## src/rtl/sps_pkg.sv

```systemverilog
// Shared constants, types and helpers for the seeded pair shuffle.
// No dependencies; used by every RTL module of the block but the port checker.
package sps_pkg;

   localparam int MAX_PAIRS = 64;
   localparam int IDX_W     = $clog2(MAX_PAIRS);
   localparam int CNT_W     = $clog2(MAX_PAIRS + 1);
   localparam int REM_W     = IDX_W + 1;

   localparam int WORD_W    = 64;
   localparam int DIGIT_W   = 8;
   localparam int MOD_STEPS = WORD_W / DIGIT_W;
   localparam int STEP_W    = $clog2(MOD_STEPS);

   localparam logic [WORD_W-1:0] SEED_HIGH = 64'd534613516;
   localparam int ROT_LOW   = 24;
   localparam int SHIFT_MIX = 16;
   localparam int ROT_HIGH  = 37;
   localparam int ROT_RES   = 7;

   typedef enum logic [3:0] {
      ST_IDLE,
      ST_DISCARD,
      ST_DRAW,
      ST_MUL,
      ST_MOD,
      ST_READ,
      ST_WR_I,
      ST_WR_J,
      ST_EMIT
   } sps_state_type;

   typedef struct packed {
      logic accept;
      logic seed;
      logic gen_step;
      logic mod_start;
      logic swap_read;
      logic wr_i;
      logic wr_j;
      logic emit_read;
   } sps_cmd_type;

   typedef struct packed {
      logic idx_zero;
      logic idx_one;
      logic mod_done;
      logic emit_last;
   } sps_stat_type;

   function automatic logic [WORD_W-1:0] rotl64(input logic [WORD_W-1:0] v, input int s);
      return (v << s) | (v >> (WORD_W - s));
   endfunction

endpackage

```

## src/rtl/sps_ctrl.sv

```systemverilog
// Controller state machine: load, seed, per-swap sequencing and emission.
// Depends on sps_pkg; drives sps_datapath through command and status structs.
module sps_ctrl (
   input  logic                   clock,
   input  logic                   reset,
   input  logic                   start,
   input  logic                   set_end,
   input  sps_pkg::sps_stat_type  stat,
   output sps_pkg::sps_cmd_type   cmd,
   output logic                   busy
);

   sps_pkg::sps_state_type state_ff, state_in;

   always_comb begin
      state_in = state_ff;
      case (state_ff)
         sps_pkg::ST_IDLE: begin
            if (start && set_end) begin
               state_in = sps_pkg::ST_DISCARD;
            end
         end
         sps_pkg::ST_DISCARD: begin
            state_in = stat.idx_zero ? sps_pkg::ST_EMIT : sps_pkg::ST_DRAW;
         end
         sps_pkg::ST_DRAW: state_in = sps_pkg::ST_MUL;
         sps_pkg::ST_MUL:  state_in = sps_pkg::ST_MOD;
         sps_pkg::ST_MOD: begin
            if (stat.mod_done) begin
               state_in = sps_pkg::ST_READ;
            end
         end
         sps_pkg::ST_READ: state_in = sps_pkg::ST_WR_I;
         sps_pkg::ST_WR_I: state_in = sps_pkg::ST_WR_J;
         sps_pkg::ST_WR_J: begin
            state_in = stat.idx_one ? sps_pkg::ST_EMIT : sps_pkg::ST_DRAW;
         end
         sps_pkg::ST_EMIT: begin
            if (stat.emit_last) begin
               state_in = sps_pkg::ST_IDLE;
            end
         end
         default: state_in = sps_pkg::ST_IDLE;
      endcase
   end

   always_comb begin
      cmd  = '0;
      busy = 1'b1;
      case (state_ff)
         sps_pkg::ST_IDLE: begin
            busy       = 1'b0;
            cmd.accept = start;
            cmd.seed   = start && set_end;
         end
         sps_pkg::ST_DISCARD: cmd.gen_step  = 1'b1;
         sps_pkg::ST_DRAW:    cmd.gen_step  = 1'b1;
         sps_pkg::ST_MUL:     cmd.mod_start = 1'b1;
         sps_pkg::ST_MOD:     cmd           = '0;
         sps_pkg::ST_READ:    cmd.swap_read = 1'b1;
         sps_pkg::ST_WR_I:    cmd.wr_i      = 1'b1;
         sps_pkg::ST_WR_J:    cmd.wr_j      = 1'b1;
         sps_pkg::ST_EMIT:    cmd.emit_read = 1'b1;
         default:             cmd           = '0;
      endcase
   end

   always_ff @(posedge clock) begin
      if (reset) begin
         state_ff <= sps_pkg::ST_IDLE;
      end else begin
         state_ff <= state_in;
      end
   end

endmodule

```

## config.mk

```make
export PLATFORM = sky130hd
export DESIGN_NAME = sps_ctrl
export DESIGN_NICKNAME = d
export VERILOG_FILES = /design/src/rtl/sps_pkg.sv /design/src/rtl/sps_ctrl.sv
export SDC_FILE = /design/constraint.sdc
export NUM_CORES = 1
export LEC_CHECK = 0
export BUFFER_PORTS_ARGS = -buffer_cell sky130_fd_sc_hd__buf_4
export CORE_AREA = 2 2 39 41
export DETAILED_ROUTE_END_ITERATION = 10
export DIE_AREA = 0 0 41 43
export GPL_TIMING_DRIVEN = 1
export HOLD_SLACK_MARGIN = 0.05
export RECOVER_POWER = 50
export SLEW_MARGIN = 40
export SYNTH_ARGS = -nofsm -noshare
export SYNTH_HDL_FRONTEND = slang
export SYNTH_SLANG_ARGS = --single-unit
```

## constraint.sdc

```tcl
create_clock -name clock -period 1.57 [get_ports clock]
set_clock_uncertainty 0.2 [all_clocks]
set_input_delay 0.0785 -clock clock [delete_from_list [all_inputs] [get_ports clock]]
set_output_delay 0.0785 -clock clock [all_outputs]
set_load 0.005 [all_outputs]
```

---- Word-level counts from Yosys, hierarchy flattened ----
Cells that the tools add are included.
word-level totals
  logic and storage cells ................. 30
  output and inout port bits .............. 9
  input port bits ......................... 8
  register bits after elaboration ......... 4
operators by class
  equal/unequal tests ..................... 11
  reductions and logical operators ........ 4
  mux-type cells .......................... 14
operators with widths
  cell                                            count
  case mux 4 bit (9 select lines)                 1
  2-to-1 mux 4 bit                                5
  == test 4 x 3 -> 1 bit (second input constant)  4
  == test 4 x 2 -> 1 bit (second input constant)  2
  2-to-1 mux 1 bit                                7
  inequality test 2 bit (second input constant)   3
  == test 4 x 1 -> 1 bit (second input constant)  1
  == test 4 bit (second input constant)           1
  zero test 4 bit                                 1
  AND reduction 3 bit                             1
  2-to-1 mux 2 bit                                1
  OR reduction 2 bit                              1
  logical AND 1 bit                               1

---- Depth between registers and ports, before layout ----
  word-level depth ........................ 3
  depth in mapped cells ................... 4
  mapped depth without buffers ............ 3

---- Least setup slack after synthesis ----
No wires, ideal clock.
  path type ............................... flip-flop to output port
  start point ............................. register state_ff[3]
  end point ............................... output port cmd[6] (netlist name)
  stages on the path, launching flop included .. 4
  data required time ...................... 1291 ps
  data arrival time ....................... 1079 ps
  slack ................................... 213 ps
  buffers on the path ..................... 1
  cell sequence ........................... dfxtp_1 > buf_6 > or4_4 > nor2_2
RTL lines
  what                    RTL line        text
  from (decl)             sps_ctrl.sv:13  sps_pkg::sps_state_type state_ff, state_in;
  from (signal assigned)  sps_ctrl.sv:70  state_ff <= sps_pkg::ST_IDLE;
  from (signal assigned)  sps_ctrl.sv:72  state_ff <= state_in;
  to (decl)               sps_ctrl.sv:9   output sps_pkg::sps_cmd_type cmd,

==> impl_metrics.toml <==
[clock_tree]
cts_tree = "built"
numCtsBuffers = 3
numClockSinks = 4
cts.clk_slew.worst_paths_ns = 0.04
htreeDepth = 1
root_buffer = "clkbuf_4"
clockBufferDepth = 2
clock_latency_ns = 0.23

[worst_setup_path]
critical-path-top-delay-family = "simple AND/OR/NAND/NOR gates"
reg2reg_from = "state_ff[0]"
reg2reg_slack_ns = 0.27
crit_type = "flip-flop to primary output"
ff2ff_path_depth = 2
worstSetupEndpointType = "primary output"
worstPathCellList = "or4_4, nor2_2, buf_4"
startpoint_type = "flip-flop"
cp_data_arrival_time_ns = 1.29
max_stage_delay_ns = 0.53
critical-path-slowest-cell = "or4_4"
timing.rr.end = "state_ff[3]"
worst_ep_required_time_ns = 1.29
worst-path-buf-inv = 1
startpoint = "state_ff[3]"
critical_path.endpoint = "cmd[6]"
critPathMaxFanout = 3
path_depth = 3

[cells_and_area]
regMostFlops = "state_ff"
largest_reg_flops = 4
finish.utilization_pct = 38.34
instances_no_fill = 81
area_delta_synth_final_pct = 81.97
fin_nets = 75
final_area_sq_um = 530.5
nFillCells = 159
drive_above_1_share_pct = 47.69
antenna_cells = 0
top_regs = "state_ff: 4 flops"

[grt]
groute.usage.overall_pct = 9.228
grt_pass1_vias = 304
grt_overflow = 0
grt_pass1_wl_um = 1131
antenna_found_initial = 0
grt_max_degree = 10

[route]
totalWireLength_um = 773
drcViolationCount = 0
via_count = 347
drtPass1Iterations = 2
ant_nets = 0
drtIter0Drc = 3
wl_per_cell_um = 9.543
vias_per_cell = 4.284

[synthesis]
ys_warn_count = 0
synth.cells.most_frequent = "nand2_1 (5), nor3_1 (5), dfxtp_1 (4)"
post-synth-top-area-fraction_pct = 27.47
yosys-top-cells-area = "dfxtp_1 (27%), nor3_1 (8.6%), nand2_1 (6.4%)"
synth_top_area_cell = "dfxtp_1"
syn_inst = 40
seq_area_frac_synth_pct = 27.47
syn-num-nets = 48
synth_area_sq_um = 291.5
synth_seq_cells = 4
synth_area_per_cell_sq_um = 7.288
synth_cell_types = 22
synth_edf_count = 0
ys_async_sr_fraction_pct = 0
ys.flop_type = "dfxtp_1"

[placed_design]
dp_hpwl_um = 543.6
place_ws_ns = 0.1711
placed_area_sq_um = 429.2
port_buffers = 16
dp_cells = 71
gp_congestion = 0.8271

[sta]
hold-worst-slack_ns = 0.1160
grt_setup_unrepaired = "yes"
tightestPinTransition_ns = 0.4238
hold_viol = 0
fin_crit_sh_pct = 100.1
relSlewSlack_pct = 71.35
fin_crit_ns = 1.571
finalSetupViolCount = 2
finalSetupTns_ns = -0.001287
max_freq_mhz = 636.5
timing.final.ws_setup_ns = -0.001010
slew_viol_final = 0

[floorplan]
start_util_pct = 21.07
rows = 14
core_sq_um = 1384
dieArea_sq_um = 1763
die_h_um = 43
die_w_um = 41
io_pins = 17

[power_and_ir_drop]
p_leak_nw = 0.2319
ir_drop_v = 0.0003171
power_mw = 0.3197
powerDensity_nw_per_um2 = 602.7

[outcome]
violations = "setup timing"
status = "complete, but fails checks"

[worst_hold_path]
min_path_type = "input pin to flip-flop"
holdPathStages = 4

[run]
max_cap_violations = 0
layer usage:
layer  global-route usage, %  part of all wire, %
met5                       0                    0
met4                   4.000                    0
met3                   1.571                  5.8
met2                   16.25                   48
met1                   9.936                   46
logic make-up after synthesis:
| family | count (synthesis) | share of synthesized area [%] |
|---|---|---|
| buffers and inverters | 6 | 11.16 |
| DFF | 4 | 27.47 |
| AOI/OAI and AO/OA | 6 | 14.16 |
| xor gates and xnor gates | 2 | 6.010 |
| and+or+nand+nor | 22 | 41.20 |
what timing repair did:
| item | 4_1_cts | 5_1_grt |
|---|---|---|
| pin swaps | 1 | 1 |
| setup endpoints to repair | 3 | 4 |
| buffers inserted | 2 | 0 |
| resized for setup | 3 | 3 |
| hold buffers | 5 | 0 |
| hold endpoints to repair | 4 | 0 |
cell usage in the layout, fill, tap and decap left out, types with 2 or more instances in the layout:
cell type | Yosys | final
nor3_1 | 5 | 5
dfxtp_2 | 0 | 2
clkbuf_4 | 0 | 4
buf_4 | 0 | 20
inv_1 | 2 | 2
nor2_2 | 1 | 2
nor2_1 | 3 | 2
o21ai_0 | 2 | 2
o21a_1 | 2 | 2
nand2b_1 | 2 | 2
nand2_1 | 5 | 5
dlygate4sd3_1 | 0 | 5
worst register-to-register path, delay by kind of cell, from the launching register on:
family	cells	cell delay [ns]
flops	1	0.49
buf+inv	1	0.13
compound gates	1	0.37
where the power goes:
part           switching, mW  internal (mW)
Clock                 0.0389         0.0853
Combinational         0.0306         0.0534
Sequential           0.00619          0.105
worst min-delay path by stage:
stage	to	slack, ns	startpoint
after floorplan	state_ff[1]	-0.05	reset
after global placement	state_ff[1]	0.09	reset
after detailed placement	state_ff[2]	0.09	reset
after CTS	state_ff[0]	0.1	set_end
after global routing	state_ff[0]	0.17	set_end
final	state_ff[0]	0.12	set_end
final cells by class:
cell class	instances	area [sq um]	area share (%)
Timing Repair Buffer	26	207.7	39.15
Tap cell	16	20.02	3.774
Inverter	2	7.507	1.415
Clock buffer	3	22.52	4.245
Sequential cell	4	86.33	16.27
Multi-Input combinational cell	30	186.4	35.14
(Power assumes the default switching activity.)
